$ cat src/rtl/core/ehc_pkg.sv
// ============================================================================
// ehc_pkg: shared types and constants for the Ethernet header classifier.
// Holds the frame classes, the parse phases and the queue entry type.
// ============================================================================
`default_nettype none

package ehc_pkg;

    localparam int unsigned MaxFrameBytes = 65535;

    localparam int QueueDepth     = 4;
    localparam int QueuePtrBits   = $clog2(QueueDepth);
    localparam int QueueCountBits = QueuePtrBits + 1;

    localparam logic [15:0] EtherIpv4 = 16'h0800;
    localparam logic [15:0] EtherIpv6 = 16'h86dd;
    localparam logic [15:0] EtherArp  = 16'h0806;

    localparam logic [7:0] ProtoIcmp  = 8'd1;
    localparam logic [7:0] ProtoTcp   = 8'd6;
    localparam logic [7:0] ProtoUdp   = 8'd17;
    localparam logic [7:0] ProtoHop   = 8'd0;
    localparam logic [7:0] ProtoRoute = 8'd43;
    localparam logic [7:0] ProtoFrag  = 8'd44;
    localparam logic [7:0] ProtoIcmp6 = 8'd58;
    localparam logic [7:0] ProtoNone  = 8'd59;
    localparam logic [7:0] ProtoDest  = 8'd60;

    typedef enum logic [3:0] {
        CLS_V4_TCP    = 4'd0,
        CLS_V4_UDP    = 4'd1,
        CLS_V4_ICMP   = 4'd2,
        CLS_V6_TCP    = 4'd3,
        CLS_V6_UDP    = 4'd4,
        CLS_V6_ICMP   = 4'd5,
        CLS_V6_NONE   = 4'd6,
        CLS_ARP       = 4'd7,
        CLS_BAD_ETHER = 4'd8,
        CLS_BAD_IHL   = 4'd9,
        CLS_BAD_PROTO = 4'd10,
        CLS_BAD_V6    = 4'd11,
        CLS_BAD_PTYPE = 4'd12,
        CLS_SPARE_D   = 4'd13,
        CLS_SPARE_E   = 4'd14,
        CLS_SPARE_F   = 4'd15
    } frame_class_t;

    typedef enum logic [2:0] {
        PH_ETH  = 3'd0,
        PH_V4   = 3'd1,
        PH_V6   = 3'd2,
        PH_OPT  = 3'd3,
        PH_FRAG = 3'd4,
        PH_L4   = 3'd5,
        PH_ARP  = 3'd6,
        PH_DONE = 3'd7
    } parse_phase_t;

    typedef struct packed {
        logic [3:0]  frame_class;
        logic [31:0] port_pair;
        logic [63:0] address_pair;
        logic [47:0] sender_mac;
        logic [47:0] target_mac;
        logic [15:0] frame_length;
        logic        truncated;
    } result_t;

    function automatic logic [3:0] v6_terminal_class(input logic [7:0] t);
        logic [3:0] c;
        c = CLS_BAD_V6;
        if (t == ProtoTcp) c = CLS_V6_TCP;
        else if (t == ProtoUdp) c = CLS_V6_UDP;
        else if (t == ProtoIcmp6) c = CLS_V6_ICMP;
        else if (t == ProtoNone) c = CLS_V6_NONE;
        return c;
    endfunction

endpackage

`default_nettype wire

$ cat src/rtl/core/ehc_parser.sv
// ============================================================================
// ehc_parser: per-byte header parser.
// Walks the frame one byte per cycle while byte_en is high and emits one raw result per frame.
// ============================================================================
`default_nettype none

module ehc_parser
    import ehc_pkg::*;
(
    input  wire logic        clk,
    input  wire logic        rst_n,
    input  wire logic        byte_en,
    input  wire logic [7:0]  data_byte,
    input  wire logic        last_byte,
    output logic             res_valid,
    output result_t          res_data
);

    logic [15:0]  pos_reg, pos_next;
    logic [15:0]  ether_reg, ether_next;
    parse_phase_t phase_reg, phase_next;
    logic [7:0]   pend_reg, pend_next;
    logic [16:0]  l4_reg, l4_next;
    logic [3:0]   cls_reg, cls_next;
    logic [31:0]  port_reg, port_next;
    logic [63:0]  addr_reg, addr_next;
    logic [47:0]  mac0_reg, mac0_next;
    logic [47:0]  mac1_reg, mac1_next;
    logic         res_valid_reg;
    result_t      res_reg, res_next;

    logic         take;
    logic [16:0]  p17;
    logic [16:0]  p_rel;
    logic [3:0]   tcls;
    logic [3:0]   fcls;
    logic [15:0]  n_cnt;
    logic [3:0]   ihl;

    // Enter the IPv6 header held in pend_next at l4_next.
    function automatic void dispatch(
        input  logic [7:0]   t,
        input  logic [16:0]  pos,
        input  logic [16:0]  start,
        output parse_phase_t ph,
        output logic         set_cls,
        output logic [3:0]   c
    );
        logic [3:0] tc;
        tc = v6_terminal_class(t);
        set_cls = 1'b0;
        c = tc;
        if (t == ProtoHop || t == ProtoRoute || t == ProtoDest) ph = PH_OPT;
        else if (t == ProtoFrag) ph = PH_FRAG;
        else begin
            set_cls = 1'b1;
            if (tc == CLS_BAD_V6) ph = PH_DONE;
            else if ((tc == CLS_V6_ICMP || tc == CLS_V6_NONE) && (pos + 17'd1 >= start))
                ph = PH_DONE;
            else ph = PH_L4;
        end
    endfunction

    always_comb
    begin
        parse_phase_t dph;
        logic         dset;
        logic [3:0]   dc;
        logic [16:0]  nl4;
        pos_next   = pos_reg;
        ether_next = ether_reg;
        phase_next = phase_reg;
        pend_next  = pend_reg;
        l4_next    = l4_reg;
        cls_next   = cls_reg;
        port_next  = port_reg;
        addr_next  = addr_reg;
        mac0_next  = mac0_reg;
        mac1_next  = mac1_reg;
        res_next   = res_reg;
        dph = PH_DONE;
        dset = 1'b0;
        dc = '0;
        nl4 = '0;
        take = byte_en && (32'(pos_reg) < MaxFrameBytes);
        p17 = {1'b0, pos_reg};
        p_rel = p17 - l4_reg;
        ihl = data_byte[3:0];

        if (take) begin
            pos_next = pos_reg + 16'd1;
            case (phase_reg)
                PH_ETH:
                begin
                    if (pos_reg == 16'd12) ether_next = {data_byte, 8'h00};
                    if (pos_reg == 16'd13) begin
                        ether_next = {ether_reg[15:8], data_byte};
                        if (ether_next == EtherIpv4) phase_next = PH_V4;
                        else if (ether_next == EtherIpv6) phase_next = PH_V6;
                        else if (ether_next == EtherArp) phase_next = PH_ARP;
                        else begin
                            cls_next = CLS_BAD_ETHER;
                            phase_next = PH_DONE;
                        end
                    end
                end
                PH_V4:
                begin
                    if (pos_reg == 16'd14) begin
                        if (ihl < 4'd5) begin
                            cls_next = CLS_BAD_IHL;
                            phase_next = PH_DONE;
                        end else begin
                            l4_next = 17'd14 + {11'd0, ihl, 2'b00};
                        end
                    end else if (pos_reg == 16'd23) begin
                        if (data_byte == ProtoTcp) cls_next = CLS_V4_TCP;
                        else if (data_byte == ProtoUdp) cls_next = CLS_V4_UDP;
                        else if (data_byte == ProtoIcmp) cls_next = CLS_V4_ICMP;
                        else begin
                            cls_next = CLS_BAD_PROTO;
                            phase_next = PH_DONE;
                        end
                    end else if (pos_reg >= 16'd26 && pos_reg <= 16'd33) begin
                        // Source address lands in the upper word, byte 26 on top.
                        addr_next[{3'(16'd33 - pos_reg), 3'b000} +: 8] = data_byte;
                        if (pos_reg == 16'd33)
                            phase_next = (cls_reg == CLS_V4_ICMP) ? PH_DONE : PH_L4;
                    end
                end
                PH_V6:
                begin
                    if (pos_reg == 16'd20) pend_next = data_byte;
                    if (pos_reg == 16'd53) begin
                        l4_next = 17'd54;
                        dispatch(pend_reg, p17, 17'd54, dph, dset, dc);
                        phase_next = dph;
                        if (dset) cls_next = dc;
                    end
                end
                PH_OPT:
                begin
                    if (p17 == l4_reg) begin
                        pend_next = data_byte;
                    end else if (p17 == l4_reg + 17'd1) begin
                        nl4 = l4_reg + {3'd0, ({3'd0, data_byte} + 11'd1), 3'b000};
                        l4_next = nl4;
                        dispatch(pend_reg, p17, nl4, dph, dset, dc);
                        phase_next = dph;
                        if (dset) cls_next = dc;
                    end
                end
                PH_FRAG:
                begin
                    if (p17 == l4_reg) begin
                        pend_next = data_byte;
                        nl4 = l4_reg + 17'd8;
                        l4_next = nl4;
                        dispatch(data_byte, p17, nl4, dph, dset, dc);
                        phase_next = dph;
                        if (dset) cls_next = dc;
                    end
                end
                PH_L4:
                begin
                    if (cls_reg == CLS_V4_TCP || cls_reg == CLS_V4_UDP ||
                        cls_reg == CLS_V6_TCP || cls_reg == CLS_V6_UDP) begin
                        if (p17 >= l4_reg && p_rel < 17'd4)
                            port_next[8*(3-p_rel[1:0]) +: 8] = data_byte;
                        if (p17 == l4_reg + 17'd3) phase_next = PH_DONE;
                    end else if (p17 + 17'd1 >= l4_reg) begin
                        phase_next = PH_DONE;
                    end
                end
                PH_ARP:
                begin
                    if (pos_reg == 16'd16) pend_next = data_byte;
                    else if (pos_reg == 16'd17) begin
                        if ({pend_reg, data_byte} == EtherIpv4) cls_next = CLS_ARP;
                        else begin
                            cls_next = CLS_BAD_PTYPE;
                            phase_next = PH_DONE;
                        end
                    end else if (pos_reg >= 16'd22 && pos_reg <= 16'd27) begin
                        mac0_next[8*(5-(pos_reg[5:0]-6'd22)) +: 8] = data_byte;
                    end else if (pos_reg >= 16'd28 && pos_reg <= 16'd31) begin
                        addr_next[8*(7-(pos_reg[1:0])) +: 8] = data_byte;
                    end else if (pos_reg >= 16'd32 && pos_reg <= 16'd37) begin
                        mac1_next[8*(5-(pos_reg[5:0]-6'd32)) +: 8] = data_byte;
                    end else if (pos_reg >= 16'd38 && pos_reg <= 16'd41) begin
                        addr_next[8*(3-(pos_reg[5:0]-6'd38)) +: 8] = data_byte;
                        if (pos_reg == 16'd41) phase_next = PH_DONE;
                    end
                end
                default:
                begin
                end
            endcase
        end

        // Final classification of a frame that ends on this byte.
        n_cnt = pos_next;
        tcls = v6_terminal_class(pend_next);
        case (phase_next)
            PH_ETH:  fcls = (ether_next == EtherIpv4) ? CLS_BAD_IHL : CLS_BAD_ETHER;
            PH_V4:   fcls = (n_cnt <= 16'd14) ? CLS_BAD_IHL :
                            (n_cnt <= 16'd23) ? CLS_BAD_PROTO : cls_next;
            PH_V6, PH_OPT, PH_FRAG: fcls = tcls;
            PH_ARP:
            begin
                if (n_cnt <= 16'd16) fcls = CLS_BAD_PTYPE;
                else if (n_cnt == 16'd17)
                    fcls = (pend_next == 8'h08) ? CLS_ARP : CLS_BAD_PTYPE;
                else fcls = cls_next;
            end
            default: fcls = cls_next;
        endcase

        if (byte_en && last_byte) begin
            res_next.frame_class  = fcls;
            res_next.port_pair    = (fcls == CLS_V4_TCP || fcls == CLS_V4_UDP ||
                                     fcls == CLS_V6_TCP || fcls == CLS_V6_UDP)
                                    ? port_next : 32'd0;
            res_next.address_pair = (fcls <= CLS_V4_ICMP || fcls == CLS_ARP)
                                    ? addr_next : 64'd0;
            res_next.sender_mac   = (fcls == CLS_ARP) ? mac0_next : 48'd0;
            res_next.target_mac   = (fcls == CLS_ARP) ? mac1_next : 48'd0;
            res_next.frame_length = n_cnt;
            res_next.truncated    = (phase_next != PH_DONE);
            pos_next   = '0;
            ether_next = '0;
            phase_next = PH_ETH;
            pend_next  = '0;
            l4_next    = '0;
            cls_next   = '0;
            port_next  = '0;
            addr_next  = '0;
            mac0_next  = '0;
            mac1_next  = '0;
        end
    end

    always_ff @(posedge clk or negedge rst_n)
    begin
        if (!rst_n) begin
            pos_reg       <= '0;
            ether_reg     <= '0;
            phase_reg     <= PH_ETH;
            pend_reg      <= '0;
            l4_reg        <= '0;
            cls_reg       <= '0;
            port_reg      <= '0;
            addr_reg      <= '0;
            mac0_reg      <= '0;
            mac1_reg      <= '0;
            res_valid_reg <= 1'b0;
        end else begin
            pos_reg       <= pos_next;
            ether_reg     <= ether_next;
            phase_reg     <= phase_next;
            pend_reg      <= pend_next;
            l4_reg        <= l4_next;
            cls_reg       <= cls_next;
            port_reg      <= port_next;
            addr_reg      <= addr_next;
            mac0_reg      <= mac0_next;
            mac1_reg      <= mac1_next;
            res_valid_reg <= byte_en && last_byte;
        end
    end

    always_ff @(posedge clk)
    begin
        res_reg <= res_next;
    end

    assign res_valid = res_valid_reg;
    assign res_data  = res_reg;

endmodule

`default_nettype wire

$ cat src/rtl/core/ehc_result_queue.sv
// ============================================================================
// ehc_result_queue: small result FIFO between parser and output port.
// Holds finished results until the consumer takes them.
// ============================================================================
`default_nettype none

module ehc_result_queue
    import ehc_pkg::*;
(
    input  wire logic    clk,
    input  wire logic    rst_n,
    input  wire logic    push,
    input  result_t      push_data,
    input  wire logic    pop,
    output logic         not_empty,
    output logic         almost_full,
    output result_t      head
);

    result_t                   mem [QueueDepth];
    logic [QueuePtrBits-1:0]   wr_reg, wr_next;
    logic [QueuePtrBits-1:0]   rd_reg, rd_next;
    logic [QueueCountBits-1:0] cnt_reg, cnt_next;

    always_comb
    begin
        wr_next  = push ? wr_reg + QueuePtrBits'(1) : wr_reg;
        rd_next  = pop ? rd_reg + QueuePtrBits'(1) : rd_reg;
        cnt_next = cnt_reg + QueueCountBits'(push) - QueueCountBits'(pop);
    end

    always_ff @(posedge clk or negedge rst_n)
    begin
        if (!rst_n) begin
            wr_reg  <= '0;
            rd_reg  <= '0;
            cnt_reg <= '0;
        end else begin
            wr_reg  <= wr_next;
            rd_reg  <= rd_next;
            cnt_reg <= cnt_next;
        end
    end

    always_ff @(posedge clk)
    begin
        if (push) mem[wr_reg] <= push_data;
    end

    assign not_empty   = (cnt_reg != '0);
    // One slot kept in reserve: one result may be in the parser register.
    assign almost_full = (cnt_reg >= QueueCountBits'(QueueDepth - 1));
    assign head        = mem[rd_reg];

    assert property (@(posedge clk) disable iff (!rst_n)
                     !(push && cnt_reg == QueueCountBits'(QueueDepth)))
        else $error("result queue overflow");
    assert property (@(posedge clk) disable iff (!rst_n) !(pop && cnt_reg == '0))
        else $error("result queue underflow");
    assert property (@(posedge clk) disable iff (!rst_n)
                     cnt_reg <= QueueCountBits'(QueueDepth))
        else $error("result queue count out of range");

endmodule

`default_nettype wire

$ cat src/rtl/core/ethernet_ip_header_classifier_core.sv
// ============================================================================
// ethernet_ip_header_classifier_core: Ethernet/IPv4/IPv6/ARP header classifier.
// Accepts one frame byte per request and returns one result per frame.
// ============================================================================
// Result path: the result of a frame is registered in the parser, then written into the queue.
// Throughput: one byte per cycle; ready drops only when the result queue
// holds three or more untaken results.
// Reset: rst_n clears the parse state and empties the queue asynchronously.
`default_nettype none

module ethernet_ip_header_classifier_core
    import ehc_pkg::*;
(
    input  wire logic        clk,
    input  wire logic        rst_n,
    input  wire logic        in_valid,
    output logic             in_ready,
    input  wire logic [7:0]  data_byte,
    input  wire logic        last_byte,
    output logic             out_valid,
    input  wire logic        out_ready,
    output logic [3:0]       frame_class,
    output logic [15:0]      src_port,
    output logic [15:0]      dst_port,
    output logic [31:0]      source_ipv4,
    output logic [31:0]      dest_ipv4,
    output logic [47:0]      sender_mac,
    output logic [47:0]      target_mac,
    output logic [15:0]      frame_length,
    output logic             truncated
);

    logic    byte_en;
    logic    res_valid;
    result_t res_data;
    logic    not_empty;
    logic    almost_full;
    result_t head;

    // The front end takes a byte whenever the queue has room for any result
    // already in flight plus the one this byte might finish.
    assign in_ready = !almost_full;
    assign byte_en  = in_valid && in_ready;

    ehc_parser u_parser (
        .clk       (clk),
        .rst_n     (rst_n),
        .byte_en   (byte_en),
        .data_byte (data_byte),
        .last_byte (last_byte),
        .res_valid (res_valid),
        .res_data  (res_data)
    );

    ehc_result_queue u_queue (
        .clk         (clk),
        .rst_n       (rst_n),
        .push        (res_valid),
        .push_data   (res_data),
        .pop         (out_valid && out_ready),
        .not_empty   (not_empty),
        .almost_full (almost_full),
        .head        (head)
    );

    assign out_valid    = not_empty;
    assign frame_class  = head.frame_class;
    assign src_port     = head.port_pair[31:16];
    assign dst_port     = head.port_pair[15:0];
    assign source_ipv4  = head.address_pair[63:32];
    assign dest_ipv4    = head.address_pair[31:0];
    assign sender_mac   = head.sender_mac;
    assign target_mac   = head.target_mac;
    assign frame_length = head.frame_length;
    assign truncated    = head.truncated;

endmodule

`default_nettype wire

$ cat config.mk
export PLATFORM = sky130hd
export DESIGN_NAME = ethernet_ip_header_classifier_core
export DESIGN_NICKNAME = d
export VERILOG_FILES = /design/src/rtl/core/ehc_pkg.sv /design/src/rtl/core/ehc_parser.sv /design/src/rtl/core/ehc_result_queue.sv /design/src/rtl/core/ethernet_ip_header_classifier_core.sv
export SDC_FILE = /design/constraint.sdc
export NUM_CORES = 2
export LEC_CHECK = 0
export BUFFER_PORTS_ARGS = -buffer_cell sky130_fd_sc_hd__buf_2
export CAP_MARGIN = 20
export CORE_UTILIZATION = 40
export CTS_BUF_LIST = sky130_fd_sc_hd__clkbuf_4
export CTS_CLUSTER_DIAMETER = 120
export DETAILED_ROUTE_END_ITERATION = 7
export GPL_TIMING_DRIVEN = 0
export PLACE_DENSITY = 0.59
export RECOVER_POWER = 100
export SLEW_MARGIN = 20
export SYNTH_ARGS = -nofsm -noshare
export SYNTH_HDL_FRONTEND = slang
export SYNTH_SLANG_ARGS = --single-unit
$ cat constraint.sdc
create_clock -name clk -period 19.7 [get_ports clk]
set_input_delay 2.955 -clock clk [delete_from_list [all_inputs] [get_ports clk]]
set_output_delay 2.955 -clock clk [all_outputs]
set_load 0.03 [all_outputs]
==> results_dict.tcl <==
set metrics [dict create \
    cp_num_buf_inv 8 \
    vias_per_cell 5.68 \
    slowest_stage "clkbuf_1" \
    drtPass1Iterations 6 \
    top_usage_layer "met2" \
    synth_area_mm2 0.0603 \
    fin_util_pct 45.5 \
    ir_worst_vdd_v 0.0000613 \
    cts_resized 0 \
    required_ns 20.63 \
    row_count 142 \
    relSlewSlack_pct -236 \
    hold_end "u_queue.mem[0][37]$_DFFE_PP_" \
    yosysTopAreaCell "edfxtp_1" \
    drive_gt1_share_pct 17.2 \
    crit_family "buffers and inverters" \
    io_pins 228 \
    violations "capacitance limit, slew limit" \
    gp_congestion 0.985 \
    tns_ns 0 \
    cts_tree "yes" \
    setup_viol 0 \
    cts_buffer_depth 4 \
    synth_most_common_cell "edfxtp_1" \
    synth.net_count 4478 \
    antenna_found_initial 16 \
    finalCritPeriodShare_pct 65.4 \
    grt_overflow_total 0 \
    cts.sinks 1328 \
    ff2ff_path_depth 18 \
    period_needed_ns 12.87 \
    cpMostUsedCell "clkbuf_1" \
    hold_start "u_parser.res_data[37]$_SDFFCE_PN0P_" \
    start_util_pct 40.3 \
    grt_max_degree 86 \
    grt_use_met3_pct 5.08 \
    p_leak_uw 0.0242 \
    avgRoutedWirePerCell_um 25.4 \
    ant_nets 0 \
    drv_cap 42 \
    cp_data_arrival_time_ns 13.80 \
    yosys.area.top_type_share_pct 53.0 \
    ys_async_sr_fraction_pct 19.8 \
    drtIter0Drc 4016 \
    status "complete, but fails checks" \
    cp-end-kind "register" \
    clkSlewWorstSetupHoldPaths_ns 0.07 \
    synth-main-ff-cell "edfxtp_1" \
    timing.rr.start "u_parser.pos_reg[0]$_DFF_PN0_" \
    coreArea_mm2 0.150 \
    ctsRootBufferMaster "clkbuf_4" \
    drc 0 \
    dp.final_hpwl_um 131000 \
    synth_area_leaders "edfxtp_1 53%, dfrtp_1 11%, mux4_2 7.9%" \
    clk_latency_ns 1.34 \
    fp.dieArea_mm2 0.152 \
    grt.total_usage_pct 23.9 \
    grt_util_met1_pct 33.5 \
    cts_buffers 352 \
    synth-edff-count 1065 \
    r2r_end "u_parser.res_data[24]$_SDFFCE_PN0P_" \
    fin_skew_ns 0.159 \
    h-tree-depth 5 \
    fp.dieH_um 390 \
    yosys_warnings 0 \
    grt_setup_unrepaired "no" \
    power_uw 9140 \
    holdCritPathClass "register to register" \
    syn_inst 4340 \
    ys_ff_latch 1328 \
    cts_setup_buffers 0 \
    die_w_um 390 \
    grt_pass1_wl_um 269000 \
    num_vias 41100 \
    max_stage_delay_ns 1.05 \
    slew_violations 1466 \
    ys_top_cells_by_count "1,065 x edfxtp_1, 553 x nor2_1, 263 x dfrtp_1" \
    grt_use_met2_pct 36.5 \
    grt_pass1_vias 40800 \
    syn2layout_area_growth_pct 12.9 \
    crit_path_max_fanout 12 \
    hold_viol 0 \
    avgSynthCellArea_um2 13.9 \
    whs_path_depth 0 \
    nets 5092 \
    reg2reg_slack_ns 9.23 \
    ys_types 108 \
    largest_register_ffs 852 \
    fmax_mhz 77.7 \
    worstSetupPathType "input pin to register" \
    cellPowerDensity_mw_per_mm2 134 \
    io_buffers 224 \
    worst_slew_pin_slew_ns 5.04 \
    start_kind "input pin" \
    ys_seq_area_share_pct 63.9 \
    wl_um 184000 \
    ctsHoldBuffers 0 \
]
[worst max-delay path by stage]
stage                 startpoint                             endpoint  slack, ns  cells past startpoint
CTS                 data_byte[0]  u_parser.res_data[24]$_SDFFCE_PN0P_       8.75                     31
finish              data_byte[0]  u_parser.res_data[24]$_SDFFCE_PN0P_       6.83                     31
floorplan               in_valid         u_parser.res_valid$_DFF_PN0_       9.22                      6
global route        data_byte[0]  u_parser.res_data[24]$_SDFFCE_PN0P_       6.59                     31
detailed placement  data_byte[0]  u_parser.res_data[24]$_SDFFCE_PN0P_       7.41                     31
global placement        in_valid         u_parser.res_valid$_DFF_PN0_       4.08                      7
[placed cells by master, fill, tap and decap left out, types with 23 or more instances in the layout]
| cell | n |
|---|---|
| a211oi_1 | 41 |
| a21oi_1 | 226 |
| a31oi_1 | 33 |
| and2_1 | 26 |
| and3_1 | 36 |
| buf_2 | 50 |
| clkbuf_1 | 431 |
| clkbuf_4 | 529 |
| clkinv_1 | 61 |
| dfrtp_1 | 263 |
| edfxtp_1 | 1065 |
| ha_1 | 123 |
| inv_1 | 89 |
| mux2i_1 | 147 |
| mux4_2 | 213 |
| nand2_1 | 261 |
| nand3_1 | 76 |
| nand4_1 | 53 |
| nor2_1 | 553 |
| nor2b_1 | 25 |
| nor3_1 | 113 |
| nor4_1 | 46 |
| o211ai_1 | 29 |
| o21ai_0 | 122 |
| or3_1 | 23 |
| xnor2_1 | 78 |
| xor2_1 | 25 |
[metal layers]
layer / vias to the layer above / part of all wire [%]
met5: - / 0.021
met4: 6 / 3.4
met3: 399 / 7.4
met2: 1843 / 46
met1: 20800 / 43
li1: 18100 / -
[power by group]
group / switching [uW] / total (uW) / internal, uW / leakage [uW]
clock: 1110 / 2430 / 1310 / 0.00268
sequential: 115 / 3410 / 3300 / 0.0133
combinational: 2360 / 3310 / 944 / 0.00820
total: 3590 / 9140 / 5550 / 0.0242
[through the flow]
stage | hold slack (ns) | worst slack (ns) | area (um^2) | std cells
floorplan | 0.459 | 9.22 | 60300 | 4340
global placement | 0.472 | 4.08 | 64000 | 6580
detailed placement | 0.481 | 7.41 | 64900 | 6616
CTS | 0.414 | 8.75 | 69400 | 7227
global route | 0.452 | 6.59 | 68100 | 7234
finish | 0.445 | 6.83 | 68100 | 7238
[final cells by class]
type	instances	area [um^2]
clock buffer	529	3970
buffer	255	1030
inverter	93	349
sequential	1328	38600
antenna	11	27.5
timing repair buffer	260	1070
fill	13800	81700
clock inverter	82	519
tap	2016	2520
multi-input combinational	2664	20100
[logic make-up after synthesis]
| logic type | share of synthesized area (%) |
|---|---|
| buffers and inverters | 2.42 |
| flip-flops | 63.9 |
| XOR/XNOR | 1.58 |
| AND/OR/NAND/NOR | 10.8 |
| multiplexers | 10.5 |
| adder cells (fa/ha/maj) | 2.62 |
| AO/OA/AOI/OAI | 8.17 |
(Power assumes the default switching activity.)
